$ cat src/rtl/irbt_pkg.sv
// Shared types and constants for the bi-phase IR transmitter.
package irbt_pkg;

    localparam int MSG_W       = 12;
    localparam int LEN_W       = 16;
    localparam int CFG_DATA_W  = 16;
    localparam int CFG_INDEX_W = 1;

    localparam int MESSAGE_BITS_DEFAULT = 12;
    localparam int START_BITS           = 2;

    localparam logic [LEN_W-1:0] HALF_BIT_RESET = 16'd889;
    localparam logic [LEN_W-1:0] GAP_RESET      = 16'd50000;

    // Configuration register indexes.
    localparam logic [CFG_INDEX_W-1:0] REG_HALF_BIT = 1'd0;
    localparam logic [CFG_INDEX_W-1:0] REG_GAP      = 1'd1;

    // Sequencer stage codes.
    localparam logic [1:0] STAGE_IDLE = 2'd0;
    localparam logic [1:0] STAGE_LEAD = 2'd1;
    localparam logic [1:0] STAGE_BITS = 2'd2;
    localparam logic [1:0] STAGE_GAP  = 2'd3;

    // Control from the sequencer to the phase timer.
    typedef struct packed {
        logic clear;
        logic advance;
        logic in_gap;
    } tmr_ctrl_t;

endpackage

$ cat src/rtl/irbt_timer.sv
// Phase timer: counts ticks against the half-bit or gap length.
module irbt_timer (
    input  logic                         clk,
    input  logic                         rst_n,
    input  irbt_pkg::tmr_ctrl_t          ctrl,
    input  logic [irbt_pkg::LEN_W-1:0]   half_bit_ticks,
    input  logic [irbt_pkg::LEN_W-1:0]   gap_ticks,
    output logic                         phase_end
);
    import irbt_pkg::*;

    logic [LEN_W-1:0] tick_count_reg;
    logic [LEN_W-1:0] tick_count_next;
    logic [LEN_W:0]   count_inc;
    logic [LEN_W-1:0] len;

    // A length of zero behaves like one since the incremented count is never zero.
    assign len       = ctrl.in_gap ? gap_ticks : half_bit_ticks;
    assign count_inc = {1'b0, tick_count_reg} + {{LEN_W{1'b0}}, 1'b1};
    assign phase_end = ctrl.advance && (count_inc >= {1'b0, len});

    always_comb
    begin
        tick_count_next = tick_count_reg;
        if (ctrl.clear)
        begin
            tick_count_next = '0;
        end
        else if (ctrl.advance)
        begin
            tick_count_next = phase_end ? '0 : count_inc[LEN_W-1:0];
        end
    end

    always_ff @(posedge clk or negedge rst_n)
    begin
        if (!rst_n)
        begin
            tick_count_reg <= '0;
        end
        else
        begin
            tick_count_reg <= tick_count_next;
        end
    end

endmodule

$ cat src/rtl/irbt_sequencer.sv
// Frame sequencer: latches the frame and steps the LED through the bi-phase code.
module irbt_sequencer #(
    parameter int MESSAGE_BITS = irbt_pkg::MESSAGE_BITS_DEFAULT
) (
    input  logic                         clk,
    input  logic                         rst_n,
    input  logic                         item_fire,
    input  logic                         op,
    input  logic [irbt_pkg::MSG_W-1:0]   message,
    input  logic                         phase_end,
    output irbt_pkg::tmr_ctrl_t          tmr_ctrl,
    output logic                         led_next,
    output logic                         ready_next,
    output logic                         accepted_next
);
    import irbt_pkg::*;

    localparam int FRAME_BITS = MESSAGE_BITS + START_BITS;
    localparam int IDX_W      = (FRAME_BITS > 1) ? $clog2(FRAME_BITS) : 1;
    localparam logic [IDX_W-1:0] LAST_IDX = IDX_W'(FRAME_BITS - 1);

    logic [FRAME_BITS-1:0] frame_shift_reg, frame_shift_next;
    logic [IDX_W-1:0]      bit_index_reg, bit_index_next;
    logic                  second_half_reg, second_half_next;
    logic [1:0]            stage_reg, stage_next;
    logic                  led_level_reg, led_level_next;

    logic [MSG_W+MESSAGE_BITS-1:0] msg_wide;
    logic [MESSAGE_BITS-1:0]       msg_ext;
    logic                          start;
    logic                          busy;
    logic [IDX_W-1:0]              idx_inc;

    // Zero-extend or truncate the message port to the configured length.
    assign msg_wide = {{MESSAGE_BITS{1'b0}}, message};
    assign msg_ext  = msg_wide[MESSAGE_BITS-1:0];

    assign busy    = (stage_reg != STAGE_IDLE);
    assign start   = item_fire && op && !busy;
    assign idx_inc = bit_index_reg + IDX_W'(1);

    assign tmr_ctrl.clear   = start;
    assign tmr_ctrl.advance = item_fire && !op && busy;
    assign tmr_ctrl.in_gap  = (stage_reg == STAGE_GAP);

    always_comb
    begin
        frame_shift_next = frame_shift_reg;
        bit_index_next   = bit_index_reg;
        second_half_next = second_half_reg;
        stage_next       = stage_reg;
        led_level_next   = led_level_reg;
        if (start)
        begin
            frame_shift_next = {msg_ext, 2'b11};
            bit_index_next   = '0;
            second_half_next = 1'b0;
            stage_next       = STAGE_LEAD;
            led_level_next   = 1'b1;
        end
        else if (phase_end)
        begin
            unique case (stage_reg)
                STAGE_LEAD:
                begin
                    stage_next       = STAGE_BITS;
                    bit_index_next   = '0;
                    second_half_next = 1'b0;
                    led_level_next   = ~frame_shift_reg[0];
                end
                STAGE_BITS:
                begin
                    if (!second_half_reg)
                    begin
                        led_level_next   = frame_shift_reg[bit_index_reg];
                        second_half_next = 1'b1;
                    end
                    else if (bit_index_reg >= LAST_IDX)
                    begin
                        stage_next     = STAGE_GAP;
                        led_level_next = 1'b0;
                    end
                    else
                    begin
                        bit_index_next   = idx_inc;
                        second_half_next = 1'b0;
                        led_level_next   = ~frame_shift_reg[idx_inc];
                    end
                end
                STAGE_GAP:
                begin
                    stage_next = STAGE_IDLE;
                end
                default:
                begin
                    stage_next = stage_reg;
                end
            endcase
        end
    end

    assign led_next      = led_level_next;
    assign ready_next    = (stage_next == STAGE_IDLE);
    assign accepted_next = start;

    always_ff @(posedge clk or negedge rst_n)
    begin
        if (!rst_n)
        begin
            frame_shift_reg <= '0;
            bit_index_reg   <= '0;
            second_half_reg <= 1'b0;
            stage_reg       <= STAGE_IDLE;
            led_level_reg   <= 1'b0;
        end
        else
        begin
            frame_shift_reg <= frame_shift_next;
            bit_index_reg   <= bit_index_next;
            second_half_reg <= second_half_next;
            stage_reg       <= stage_next;
            led_level_reg   <= led_level_next;
        end
    end

endmodule

$ cat src/rtl/irbt_out_buffer.sv
// Two-entry output buffer that decouples result delivery from item intake.
module irbt_out_buffer (
    input  logic clk,
    input  logic rst_n,
    input  logic push,
    input  logic push_led,
    input  logic push_ready,
    input  logic push_accepted,
    output logic full,
    output logic out_valid,
    input  logic out_stall,
    output logic led_on,
    output logic ready_res,
    output logic accepted
);
    logic       out_valid_reg, out_valid_next;
    logic       skid_valid_reg, skid_valid_next;
    logic [2:0] out_data_reg, out_data_next;
    logic [2:0] skid_data_reg, skid_data_next;
    logic       out_fire;

    assign out_fire = out_valid_reg && !out_stall;

    always_comb
    begin
        out_valid_next  = out_valid_reg;
        skid_valid_next = skid_valid_reg;
        out_data_next   = out_data_reg;
        skid_data_next  = skid_data_reg;
        if (out_fire)
        begin
            out_valid_next = skid_valid_reg;
            out_data_next  = skid_data_reg;
            skid_valid_next = 1'b0;
        end
        if (push)
        begin
            if (!out_valid_reg || out_fire)
            begin
                out_valid_next = 1'b1;
                out_data_next  = {push_led, push_ready, push_accepted};
            end
            else
            begin
                skid_valid_next = 1'b1;
                skid_data_next  = {push_led, push_ready, push_accepted};
            end
        end
    end

    always_ff @(posedge clk or negedge rst_n)
    begin
        if (!rst_n)
        begin
            out_valid_reg  <= 1'b0;
            skid_valid_reg <= 1'b0;
        end
        else
        begin
            out_valid_reg  <= out_valid_next;
            skid_valid_reg <= skid_valid_next;
        end
    end

    always_ff @(posedge clk)
    begin
        out_data_reg  <= out_data_next;
        skid_data_reg <= skid_data_next;
    end

    assign full      = skid_valid_reg;
    assign out_valid = out_valid_reg;
    assign led_on    = out_data_reg[2];
    assign ready_res = out_data_reg[1];
    assign accepted  = out_data_reg[0];

endmodule

$ cat src/rtl/ir_biphase_transmitter.sv
// Top level of the bi-phase (Manchester) IR transmitter.
//
// This block drives an IR LED with an RC5-style bi-phase frame. A send item
// (op = 1) is taken up only while the block is idle: it latches the message
// with two 1 start bits below it, turns the LED on for one half-bit, then
// sends every frame bit, least significant first, as its inverse level for
// one half-bit and its true level for the next. After the last bit the LED
// stays off for the idle gap, and then the block is ready again. Sends that
// arrive while busy are dropped and reported with accepted = 0. Tick items
// (op = 0) advance the phase timer; half_bit_ticks and gap_ticks give the
// phase lengths in ticks, a length of zero behaves like one, and a length
// changed in the middle of a phase applies at once. Every item gives exactly
// one result item, which shows the LED level, the idle flag and the accepted
// flag after that item. The block takes one item per clock cycle while
// in_stall is low: the state update is a single 16-bit increment and compare
// plus a bit select, done in the cycle the item is accepted, and the result
// is registered in the output buffer. A two-entry output buffer holds results
// while the receiver stalls, so in_stall rises only once two results are
// waiting. Configuration writes take effect at the clock edge where cfg_write
// is high and should be made only while no items are in flight.
module ir_biphase_transmitter #(
    parameter int MESSAGE_BITS = irbt_pkg::MESSAGE_BITS_DEFAULT
) (
    input  logic                              clk,
    input  logic                              rst_n,
    input  logic                              in_valid,
    output logic                              in_stall,
    input  logic                              op,
    input  logic [irbt_pkg::MSG_W-1:0]        message,
    output logic                              out_valid,
    input  logic                              out_stall,
    output logic                              led_on,
    output logic                              ready_res,
    output logic                              accepted,
    input  logic                              cfg_write,
    input  logic [irbt_pkg::CFG_INDEX_W-1:0]  cfg_index,
    input  logic [irbt_pkg::CFG_DATA_W-1:0]   cfg_data
);
    import irbt_pkg::*;

    logic [LEN_W-1:0] half_bit_ticks_reg;
    logic [LEN_W-1:0] gap_ticks_reg;

    logic      item_fire;
    logic      buf_full;
    logic      phase_end;
    tmr_ctrl_t tmr_ctrl;
    logic      led_next;
    logic      ready_next;
    logic      accepted_next;

    // An item is taken whenever the output buffer has a free entry.
    assign in_stall  = buf_full;
    assign item_fire = in_valid && !buf_full;

    // Configuration registers; both indexes are defined, so every write lands.
    always_ff @(posedge clk or negedge rst_n)
    begin
        if (!rst_n)
        begin
            half_bit_ticks_reg <= HALF_BIT_RESET;
            gap_ticks_reg      <= GAP_RESET;
        end
        else if (cfg_write)
        begin
            unique case (cfg_index)
                REG_HALF_BIT: half_bit_ticks_reg <= cfg_data[LEN_W-1:0];
                REG_GAP:      gap_ticks_reg      <= cfg_data[LEN_W-1:0];
                default:      half_bit_ticks_reg <= half_bit_ticks_reg;
            endcase
        end
    end

    irbt_timer u_timer (
        .clk            (clk),
        .rst_n          (rst_n),
        .ctrl           (tmr_ctrl),
        .half_bit_ticks (half_bit_ticks_reg),
        .gap_ticks      (gap_ticks_reg),
        .phase_end      (phase_end)
    );

    irbt_sequencer #(
        .MESSAGE_BITS (MESSAGE_BITS)
    ) u_sequencer (
        .clk           (clk),
        .rst_n         (rst_n),
        .item_fire     (item_fire),
        .op            (op),
        .message       (message),
        .phase_end     (phase_end),
        .tmr_ctrl      (tmr_ctrl),
        .led_next      (led_next),
        .ready_next    (ready_next),
        .accepted_next (accepted_next)
    );

    irbt_out_buffer u_out_buffer (
        .clk           (clk),
        .rst_n         (rst_n),
        .push          (item_fire),
        .push_led      (led_next),
        .push_ready    (ready_next),
        .push_accepted (accepted_next),
        .full          (buf_full),
        .out_valid     (out_valid),
        .out_stall     (out_stall),
        .led_on        (led_on),
        .ready_res     (ready_res),
        .accepted      (accepted)
    );

endmodule

$ cat config.mk
export PLATFORM = sky130hd
export DESIGN_NAME = ir_biphase_transmitter
export DESIGN_NICKNAME = d
export VERILOG_FILES = /design/src/rtl/irbt_pkg.sv /design/src/rtl/irbt_timer.sv /design/src/rtl/irbt_sequencer.sv /design/src/rtl/irbt_out_buffer.sv /design/src/rtl/ir_biphase_transmitter.sv
export SDC_FILE = /design/constraint.sdc
export NUM_CORES = 1
export LEC_CHECK = 0
export BUFFER_PORTS_ARGS = -buffer_cell sky130_fd_sc_hd__buf_2
export CAP_MARGIN = 40
export CELL_PAD_IN_SITES_DETAIL_PLACEMENT = 0
export CELL_PAD_IN_SITES_GLOBAL_PLACEMENT = 1
export CORE_AREA = 2 2 96 98
export CTS_CLUSTER_DIAMETER = 120
export DETAILED_ROUTE_END_ITERATION = 8
export DIE_AREA = 0 0 98 100
export PLACE_DENSITY = 0.92
export RECOVER_POWER = 100
export SLEW_MARGIN = 20
export SYNTH_ARGS = -nofsm -noshare
export SYNTH_HDL_FRONTEND = slang
export SYNTH_SLANG_ARGS = --single-unit
export TNS_END_PERCENT = 50
$ cat constraint.sdc
create_clock -name clk -period 5.68 [get_ports clk]
set_clock_uncertainty 0.05 [all_clocks]
set_input_delay 0.284 -clock clk [delete_from_list [all_inputs] [get_ports clk]]
set_output_delay 0.284 -clock clk [all_outputs]
set_load 0.02 [all_outputs]
==> flow_metrics.py, run 1 <==
metrics = {
    "sta": {
        "max_freq_mhz": 221,
        "rsz0062_at_grt": "no",
        "fin_crit_sh_pct": 79.5,
        "slew_headroom_pct": -105,
        "finalHoldViolCount": 0,
        "slew_viol_final": 59,
        "setup_viol": 0,
        "tightest_slew_ns": 3.08,
        "setup_tns_ns": 0,
        "period_needed_ns": 4.52,
    },
    "synth": {
        "synth_cells": 420,
        "netlist_area_sq_um": 4350,
        "seq_area_frac_synth_pct": 44.7,
        "yosys.cell_types.count": 53,
        "synth_ff_type": "dfrtp_1",
        "yosys_warnings": 0,
        "syn_avg_cell_area_sq_um": 10.4,
        "ys_top_cells_by_area": "dfrtp_1 (33%), mux2_2 (9.1%), dfstp_2 (7.9%)",
        "synthArstFlopShare_pct": 92.2,
        "yosysTopAreaCellShare_pct": 33.4,
        "synth_top_cell_by_area": "dfrtp_1",
        "ys_ff_latch": 77,
        "synth_nets": 479,
        "synth_edf_count": 3,
    },
    "drt": {
        "wire_per_inst_microns": 14.7,
        "drt_iter0_drc": 141,
        "avgViaCountPerCell": 5.40,
        "vias": 3117,
        "ant_nets": 0,
        "wl_mm": 8.48,
        "drc": 0,
        "first_pass_iters": 4,
    },
    "cells_and_area": {
        "syn_to_final_growth_pct": 10.1,
        "antennaDiodeCount": 0,
        "n_fill_cell": 819,
        "drive_gt1_share_pct": 24.0,
        "seq_area_sq_um": 1940,
        "multi_input_area_sq_um": 2260,
        "stdcell_count": 577,
        "nNetsFinal": 520,
    },
    "run_status": {
        "status": "complete, but fails checks",
        "violations": "max-capacitance violations, max-slew violations",
    },
    "floorplanning": {
        "io-pin-count": 40,
        "initial_core_util_pct": 48.9,
        "rows": 35,
        "die_height_microns": 100,
        "die_area_sq_um": 9800,
        "die_x_microns": 98,
        "coreArea_sq_um": 8890,
    },
    "critical_path": {
        "critPathBufInv": 0,
        "max_stage_delay_ns": 0.62,
        "crit_slowest_cell": "or4_1",
        "worstSetupPathType": "register to register",
        "crit_family": "simple AND/OR/NAND/NOR gates",
        "arrival_ns": 4.71,
        "cp_data_required_time_ns": 5.87,
        "crit_chain": "nand3_1 -> or4_1 -> nor2_1 -> nand3_1 -> xnor2_1 -> ha_1 -> nand2_1 -> o311ai_0 -> o21ai_0 -> nor2_1 -> a21o_1 -> mux2_2",
        "crit_fanout": 7,
        "worst_setup_path_end_kind": "register",
        "cp-start-kind": "register",
    },
    "clock_network": {
        "cts_tree": "built",
        "cts_made_buffers": 9,
        "path_clk_slew_ns": 0.09,
        "clkLatencyLatePin_ns": 0.35,
        "clockBufferDepth": 2,
        "htreeDepth": 3,
        "cts-root-buf": "clkbuf_8",
        "cts_resized": 0,
        "cts_setup_buffers": 0,
        "cts_num_sinks": 77,
    },
    "placed_design": {
        "globalplace.congestion": 0.838,
        "io_buffers": 39,
        "dp_hpwl_mm": 6.24,
        "dp.cells": 560,
    },
    "pwr": {
        "p_per_area_nw_per_um2": 343,
        "peakVddDrop_mv": 0.253,
        "p_leak_uw": 0.00211,
    },
    "global_routing": {
        "antenna_found_initial": 0,
        "grt_pass1_vias": 3253,
        "grt_max_degree": 59,
        "track_usage_pct": 18.4,
        "grt.overflow.total": 0,
        "grt_pass1_wl_mm": 14.8,
    },
    "job": {
        "cap_viol_max_count": 1,
    },
    "min_path": {
        "hp-class": "primary input to register",
    },
}
report_power, final:
part	switching (uW)	internal (uW)
sequential	111	687
combinational	261	222
clock	205	158
routing by layer:
| metal | vias up | GRT usage [%] | wire length, microns |
|---|---|---|---|
| li1 | 1555 | - | - |
| met4 | 0 | 7.26 | 107 |
| met2 | 55 | 31.1 | 4080 |
| met5 | - | 0 | 0 |
| met1 | 1496 | 23.6 | 4010 |
| met3 | 11 | 3.48 | 285 |
final timing paths:
check	start	end	slack, ns	depth (start not counted)
max	u_timer.tick_count_reg[2]	u_sequencer.bit_index_reg[0]	1.16	12
min	message[9]	u_sequencer.frame_shift_reg[11]	0.07	3
max reg2reg	u_timer.tick_count_reg[2]	u_sequencer.bit_index_reg[0]	1.16	12
min reg2reg	u_out_buffer.out_data_reg[0]	u_out_buffer.out_data_reg[0]	0.45	1
max in group asynchronous	rst_n	half_bit_ticks_reg[15]	1.65	4
min in group asynchronous	rst_n	u_sequencer.frame_shift_reg[13]	0.55	3
worst register-to-register path, cell delays in order, from the launching register on:
cell	delay [ns]
dfrtp_1	0.44
nand3_1	0.23
or4_1	0.62
nor2_1	0.30
nand3_1	0.14
xnor2_1	0.16
ha_1	0.30
nand2_1	0.08
o311ai_0	0.60
o21ai_0	0.39
nor2_1	0.48
a21o_1	0.27
mux2_2	0.35
synthesized netlist by cell type, types with 2 or more instances:
library cell,count
nand2_1,79
dfrtp_1,58
mux2_2,35
nor2_1,25
ha_1,24
o21ai_0,22
mux2i_1,20
nand3_1,14
dfstp_2,13
a21oi_1,12
inv_1,12
clkbuf_1,11
nand2b_1,11
xnor2_1,10
nor3_1,7
mux4_2,6
xor2_1,6
nor2b_1,4
o211ai_1,4
dfxtp_1,3
edfxtp_1,3
nand4_1,3
o31ai_1,3
a211oi_1,2
buf_1,2
buf_2,2
o41ai_1,2
or3_1,2
through the flow:
| stage | hold slack, ns | area, sq um | power, uW | setup WS [ns] | util (%) |
|---|---|---|---|---|---|
| floorplan | -0.0616 | 4350 | 1160 | 2.25 | - |
| global placement | 0.416 | 4640 | 1270 | 2.01 | 52.2 |
| detailed placement | 0.199 | 4690 | 1310 | 1.86 | 52.8 |
| CTS | 0.0555 | 4870 | 1670 | 1.84 | 54.8 |
| global route | 0.0529 | 4790 | 1770 | 0.869 | 53.8 |
| finish | 0.0659 | 4790 | 1640 | 1.16 | 53.8 |
cells by family (layout without fill, tap and decap cells):
kind of cell / Yosys count / in the layout / synth area share [%]
xor gates and xnor gates: 16 / 16 / 3.22
buffers and inverters: 28 / 74 / 2.47
muxes: 62 / 62 / 17.1
DFF: 77 / 77 / 44.7
adders and majority gates: 24 / 24 / 6.90
AOI/OAI and AO/OA: 58 / 58 / 9.06
and+or+nand+nor: 155 / 155 / 16.5
timing repair:
item                                   CTS  global route
setup endpoints to repair                0             0
hold buffers                             1             0
endpoints found under the hold margin   13             0
area by class of cell:
class,count,area share [%]
repair buffers,45,4.86
clock inverters,6,0.836
multi-input cells,315,47.1
inverters,13,1.02
flip-flops and latches,77,40.6
well taps,111,2.90
clock buffers,10,2.67
cells in the final DEF (no fill, tap or decap), types with 2 or more instances in the layout:
cell        instances
a211oi_1            2
a21oi_1            12
buf_2              34
clkbuf_1            9
clkbuf_8            9
clkinv_2            2
clkinvlp_4          2
dfrtp_1            58
dfstp_2            13
dfxtp_1             3
edfxtp_1            3
ha_1               24
inv_1              12
mux2_2             35
mux2i_1            20
mux4_2              6
nand2_1            79
nand2b_1           11
nand3_1            15
nand4_1             3
nor2_1             26
nor2b_1             4
nor3_1              7
o211ai_1            4
o21ai_0            23
o31ai_1             3
o41ai_1             2
or3_1               2
xnor2_1            10
xor2_1              6
Note: power is estimated with default switching activity, not from simulation.
==> inputs of run 2 (changes only) <==
--- a/config.mk
+++ b/config.mk
@@ -5,15 +5,16 @@
 export SDC_FILE = /design/constraint.sdc
 export NUM_CORES = 1
 export LEC_CHECK = 0
+export ABC_AREA = 1
 export BUFFER_PORTS_ARGS = -buffer_cell sky130_fd_sc_hd__buf_2
 export CAP_MARGIN = 40
 export CELL_PAD_IN_SITES_DETAIL_PLACEMENT = 0
 export CELL_PAD_IN_SITES_GLOBAL_PLACEMENT = 1
-export CORE_AREA = 2 2 96 98
+export CORE_AREA = 2 2 102 104
 export CTS_CLUSTER_DIAMETER = 120
 export DETAILED_ROUTE_END_ITERATION = 8
-export DIE_AREA = 0 0 98 100
-export PLACE_DENSITY = 0.92
+export DIE_AREA = 0 0 104 106
+export PLACE_DENSITY = 0.87
 export RECOVER_POWER = 100
 export SLEW_MARGIN = 20
 export SYNTH_ARGS = -nofsm -noshare
==> constraint.sdc (replaced) <==
create_clock -name clk -period 4.5 [get_ports clk]
set_clock_uncertainty 0.05 [all_clocks]
set_input_delay 0.225 -clock clk [delete_from_list [all_inputs] [get_ports clk]]
set_output_delay 0.225 -clock clk [all_outputs]
set_load 0.02 [all_outputs]
==> flow_metrics.py, run 2 <==
metrics = {
    "run_status": {
        "status": "complete, but fails checks",
        "violations": "max-capacitance violations, max-slew violations",
    },
    "clock_network": {
        "cts_made_buffers": 9,
        "clockBufferDepth": 2,
        "path_clk_slew_ns": 0.08,
        "htreeDepth": 3,
        "cts_setup_buffers": 0,
        "cts_tree": "built",
        "cts_num_sinks": 77,
        "cts-root-buf": "clkbuf_8",
        "clkLatencyLatePin_ns": 0.35,
    },
    "synth": {
        "synth_edf_count": 3,
        "synth_mux_area_share_pct": 4.17,
        "synth_top_cell_by_area": "dfrtp_1",
        "synth_compound_area_share_pct": 13.5,
        "seq_area_frac_synth_pct": 44.1,
        "ys_ff_latch": 77,
        "ys_top_cells_by_area": "dfrtp_1 (33%), nand2_1 (11%), dfstp_2 (7.8%)",
        "synth_commonest_cells": "nand2_1 (133), inv_1 (84), dfrtp_1 (58), o21ai_0 (53), ha_1 (24)",
        "yosys_warnings": 0,
        "synth_ff_type": "dfrtp_1",
        "yosys.cell_count.top_type": "nand2_1",
        "synth_nets": 590,
        "yosysTopAreaCellShare_pct": 32.9,
        "yosys.cell_types.count": 42,
        "synth_xor_area_share_pct": 2.19,
        "synthArstFlopShare_pct": 92.2,
        "synth_cells": 531,
        "syn_avg_cell_area_sq_um": 8.30,
        "synth_adder_area_share_pct": 6.81,
        "synth_top_family_by_area": "simple AND/OR/NAND/NOR gates",
        "synth_simple_gate_area_share_pct": 20.2,
        "netlist_area_sq_um": 4410,
    },
    "cells_and_area": {
        "mostFrequentLayoutCells": "nand2_1 (135), inv_1 (86), dfrtp_1 (58), o21ai_0 (57), buf_2 (33)",
        "syn_to_final_growth_pct": 10.3,
        "multi_input_area_sq_um": 1990,
        "stdcell_count": 715,
        "antennaDiodeCount": 0,
        "drive_gt1_share_pct": 12.8,
        "final_common_cell": "nand2_1",
        "finalInstanceArea_sq_um": 4860,
        "seq_area_sq_um": 1940,
        "nNetsFinal": 633,
        "n_fill_cell": 1004,
    },
    "floorplanning": {
        "initial_core_util_pct": 44.1,
        "die_x_microns": 104,
        "rows": 37,
        "io-pin-count": 40,
        "coreArea_sq_um": 10000,
        "die_height_microns": 106,
        "die_area_sq_um": 11000,
    },
    "pwr": {
        "p_per_area_nw_per_um2": 515,
        "clkPwrFrac_pct": 21.1,
        "peakVddDrop_mv": 0.217,
        "power_frac_seq_pct": 41.4,
        "finalPower_uw": 2500,
        "power.switching_uw": 988,
        "p_int_uw": 1510,
        "p_comb_share_pct": 37.5,
        "p_leak_uw": 0.00243,
        "switching_share_pct": 39.5,
    },
    "min_path": {
        "hp-class": "primary input to register",
    },
    "placed_design": {
        "io_buffers": 39,
        "globalplace.congestion": 0.845,
        "pre_cts_ws_ns": 1.12,
        "dp.cells": 697,
        "dp_hpwl_mm": 6.68,
        "place_area_sq_um": 4780,
    },
    "drt": {
        "wire_per_inst_microns": 12.6,
        "ant_nets": 0,
        "first_pass_iters": 4,
        "avgViaCountPerCell": 4.91,
        "vias": 3511,
        "drt_iter0_drc": 174,
        "drc": 0,
        "wl_mm": 9.01,
    },
    "global_routing": {
        "track_usage_pct": 17.4,
        "grt_busiest_layer": "met1",
        "grtUsageMet1_pct": 26.0,
        "grt.overflow.total": 0,
        "grt_max_degree": 37,
        "antenna_found_initial": 0,
        "grt_pass1_vias": 3342,
        "grt_pass1_wl_mm": 15.7,
        "grt.met2_usage_pct": 25.9,
        "grt_util_met3_pct": 3.62,
    },
    "critical_path": {
        "cp_data_required_time_ns": 4.68,
        "cp-start-kind": "register",
        "arrival_ns": 3.84,
        "crit_fanout": 9,
        "worst_setup_path_end_kind": "register",
        "worstSetupPathType": "register to register",
    },
    "sta": {
        "fin_crit_sh_pct": 81.4,
        "slew_viol_final": 70,
        "tightest_slew_ns": 2.01,
        "slew_headroom_pct": -34.1,
        "period_needed_ns": 3.66,
        "setup_viol": 0,
        "setup_tns_ns": 0,
        "setup_ws_ns": 0.837,
        "max_freq_mhz": 273,
        "rsz0062_at_grt": "no",
        "finalHoldViolCount": 0,
    },
    "job": {
        "cap_viol_max_count": 2,
    },
}
==> run 2: cells by family (layout without fill, tap and decap cells) <==
group	count (synthesis)	count (layout)
AOI/OAI and AO/OA	98	98
xor gates and xnor gates	11	11
adders and majority gates	24	24
buffers and inverters	102	150
DFF	77	77
muxes	17	17
and+or+nand+nor	202	202
==> run 2: metrics by stage <==
| stage | utilization [%] | hold slack [ns] |
|---|---|---|
| finish | 48.6 | 0.0220 |
| global route | 48.6 | 0.0143 |
| CTS | 49.9 | 0.00920 |
| global placement | 47.3 | 0.290 |
| detailed placement | 47.8 | 0.306 |
| floorplan | - | -0.121 |
==> run 2: power groups by stage <==
stage,Sequential (uW),Combinational (uW),Clock [uW]
after detailed placement,1050,992,0
after floorplan,1030,740,0
final,1040,938,529
after CTS,1030,997,539
after global placement,1040,961,0
after global routing,1060,1090,576
==> run 2: final timing paths <==
kind | depth (start not counted) | to | slack [ns] | startpoint
setup / recovery | 20 | u_sequencer.bit_index_reg[1] | 0.84 | u_timer.tick_count_reg[0]
hold / removal | 3 | u_sequencer.frame_shift_reg[8] | 0.02 | message[6]
setup reg to reg | 20 | u_sequencer.bit_index_reg[1] | 0.84 | u_timer.tick_count_reg[0]
hold reg to reg | 2 | half_bit_ticks_reg[11] | 0.44 | half_bit_ticks_reg[11]
max in group asynchronous | 3 | u_sequencer.second_half_reg | 2.00 | rst_n
min in group asynchronous | 2 | half_bit_ticks_reg[1] | 0.20 | rst_n
==> run 2: repair_timing <==
action	in CTS	in global routing
hold buffers	1	0
gates resized for setup	0	0
hold endpoints to repair	26	0
==> run 2: cell type report <==
class                   count  area share, %
flip-flops and latches     77           40.0
clock buffers               9           2.55
well taps                 136           3.50
clock inverters             7           1.54
multi-input cells         352           41.0
inverters                  88           6.80
repair buffers             46           4.61
==> run 2: layer usage <==
metal  wire length, microns  vias up
met5                      0        -
met4                     91        0
met3                    331        8
met2                   3780       62
met1                   4800     1632
li1                       -     1809
==> run 2: worst max-delay path, cell delays in order, from the launching register on <==
cell and delay (ns):
dfrtp_1 0.46, ha_1 0.22, nand3_1 0.16, nor2_1 0.24, inv_1 0.10, nor2_1 0.09, inv_1 0.08, nor2_1 0.14
nand3_1 0.10, xor2_1 0.21, inv_1 0.07, ha_1 0.32, nand4_1 0.11, nor4_1 0.30, nand2_1 0.08, nand3_1 0.14
nand3_1 0.18, nand2_1 0.17, o21ai_2 0.14, nand2_1 0.10, o21ai_0 0.07
==> inputs of run 3 (changes only) <==
==> constraint.sdc (replaced) <==
create_clock -name clk -period 3.7 [get_ports clk]
set_clock_uncertainty 0.05 [all_clocks]
set_input_delay 0.185 -clock clk [delete_from_list [all_inputs] [get_ports clk]]
set_output_delay 0.185 -clock clk [all_outputs]
set_load 0.02 [all_outputs]
==> flow_metrics.py, run 3 (synthesis results as in run 2) <==
metrics = {
    "sta": {
        "slew_viol_final": 37,
        "finalHoldViolCount": 0,
        "fin_crit_sh_pct": 89.9,
        "setup_ws_ns": 0.375,
        "period_needed_ns": 3.33,
        "setup_viol": 0,
        "rsz0062_at_grt": "yes",
        "max_freq_mhz": 301,
        "slew_headroom_pct": -27.2,
        "tightest_slew_ns": 1.91,
    },
    "floorplanning": {
        "die_x_microns": 104,
        "coreArea_sq_um": 10000,
        "die_area_sq_um": 11000,
        "rows": 37,
        "initial_core_util_pct": 44.1,
        "io-pin-count": 40,
        "die_height_microns": 106,
    },
    "cells_and_area": {
        "nNetsFinal": 654,
        "finalInstanceArea_sq_um": 5200,
        "fin_util_pct": 52.0,
        "stdcell_count": 736,
        "n_fill_cell": 965,
        "antennaDiodeCount": 0,
        "mostFrequentLayoutCells": "nand2_1 (133), inv_1 (84), dfrtp_1 (58), o21ai_0 (53), buf_2 (34)",
        "syn_to_final_growth_pct": 18.0,
        "final_common_cell": "nand2_1",
        "drive_gt1_share_pct": 15.3,
    },
    "placed_design": {
        "io_buffers": 39,
        "pre_cts_ws_ns": 0.306,
        "globalplace.congestion": 0.825,
        "dp.cells": 699,
        "place_area_sq_um": 4790,
        "dp_hpwl_mm": 6.67,
    },
    "drt": {
        "wire_per_inst_microns": 13.0,
        "ant_nets": 0,
        "drt_iter0_drc": 201,
        "first_pass_iters": 5,
        "avgViaCountPerCell": 4.84,
        "wl_mm": 9.54,
        "drc": 0,
        "vias": 3564,
    },
    "job": {
        "cap_viol_max_count": 1,
    },
    "pwr": {
        "p_comb_share_pct": 38.7,
        "peakVddDrop_mv": 0.266,
        "switching_share_pct": 39.3,
        "power.switching_uw": 1250,
        "p_per_area_nw_per_um2": 614,
        "p_int_uw": 1940,
        "finalPower_uw": 3190,
        "power_frac_seq_pct": 39.3,
        "p_leak_uw": 0.00256,
        "clkPwrFrac_pct": 21.9,
    },
    "clock_network": {
        "path_clk_slew_ns": 0.08,
        "cts_tree": "built",
        "htreeDepth": 3,
        "cts_num_sinks": 77,
        "cts-root-buf": "clkbuf_8",
        "cts_made_buffers": 9,
        "clockBufferDepth": 2,
        "clkLatencyLatePin_ns": 0.37,
    },
    "critical_path": {
        "worstSetupPathType": "register to register",
        "arrival_ns": 3.41,
        "crit_fanout": 4,
        "cp-start-kind": "register",
        "worst_setup_path_end_kind": "register",
        "cp_data_required_time_ns": 3.78,
    },
    "run_status": {
        "violations": "max-capacitance violations, max-slew violations",
        "status": "complete, but fails checks",
    },
    "min_path": {
        "hp-class": "primary input to register",
    },
    "global_routing": {
        "antenna_found_initial": 0,
        "grt_pass1_vias": 3512,
        "grt_pass1_wl_mm": 16.2,
        "track_usage_pct": 18.3,
        "grt_max_degree": 37,
        "grt.overflow.total": 0,
    },
}
-- run 3: changes by cell type in the layout (fill, tap and decap cells not counted), sizes merged --
cell	change
inv	-1
clkinv	-1
nand3	+1
buf	+5
clkbuf	-2
dlygate4sd3	+19
-- run 3: path summary, 6_finish.rpt --
kind,startpoint,to,slack (ns),depth (start not counted)
min in group asynchronous,rst_n,half_bit_ticks_reg[1],0.92,3
worst min-delay path,cfg_data[0],half_bit_ticks_reg[0],0.01,3
worst max-delay path,u_timer.tick_count_reg[0],u_out_buffer.skid_data_reg[1],0.37,21
worst max register to register,u_timer.tick_count_reg[0],u_out_buffer.skid_data_reg[1],0.37,21
worst min register to register,gap_ticks_reg[3],gap_ticks_reg[3],0.44,2
max in group asynchronous,rst_n,u_timer.tick_count_reg[6],0.94,4
-- run 3: critical path, stage by stage (launching register included) --
cell      delay (ns)
dfrtp_1         0.47
ha_1            0.24
nand3_2         0.13
nor2_2          0.17
inv_1           0.08
nor2_1          0.09
inv_1           0.07
nor2_1          0.12
nand3_1         0.10
xor2_1          0.18
inv_1           0.07
ha_1            0.33
a21oi_1         0.16
o211ai_1        0.10
inv_1           0.06
nand2_1         0.06
nor2_2          0.11
nand3_2         0.12
nand2_2         0.16
nand2_1         0.09
nand2_1         0.08
nor2_2          0.05
-- run 3: power by group through the flow --
stage                     registers (uW)  logic, uW  clock network (uW)
after CTS                           1260       1240                 716
after global routing                1290       1410                 763
after detailed placement            1270       1220                   0
final                               1250       1240                 699
after global placement              1260       1170                   0
after floorplan                     1260        899                   0
-- run 3: metal layers --
layer  up-vias  global-route usage (%)  wire length, microns
met5         -                       0                     0
met4         0                    6.76                   140
met3        10                    4.60                   307
met2        59                    28.6                  4330
met1      1643                    24.9                  4770
li1       1852                       -                     -
-- run 3: stage by stage --
stage / TNS (ns) / hold slack [ns]
floorplan: 0 / -0.161
global placement: 0 / 0.339
detailed placement: 0 / 0.210
CTS: 0 / 0.000928
global route: -0.00347 / 0.00106
finish: 0 / 0.0147
-- run 3: cell type report --
cell class | count | area (sq um) | area share, %
Tap cell | 136 | 170 | 3.27
Clock inverter | 5 | 56.3 | 1.08
Clock buffer | 11 | 163 | 3.13
Sequential cell | 77 | 1940 | 37.4
Timing Repair Buffer | 66 | 450 | 8.66
Inverter | 88 | 330 | 6.35
Multi-Input combinational cell | 353 | 2090 | 40.1
-- run 3: repair_timing --
item                                   CTS  global route
endpoints found under the hold margin   47             1
hold buffers                            19             1
setup buffers                            0             0
setup endpoints to repair                0             5
resized for setup                        0             1
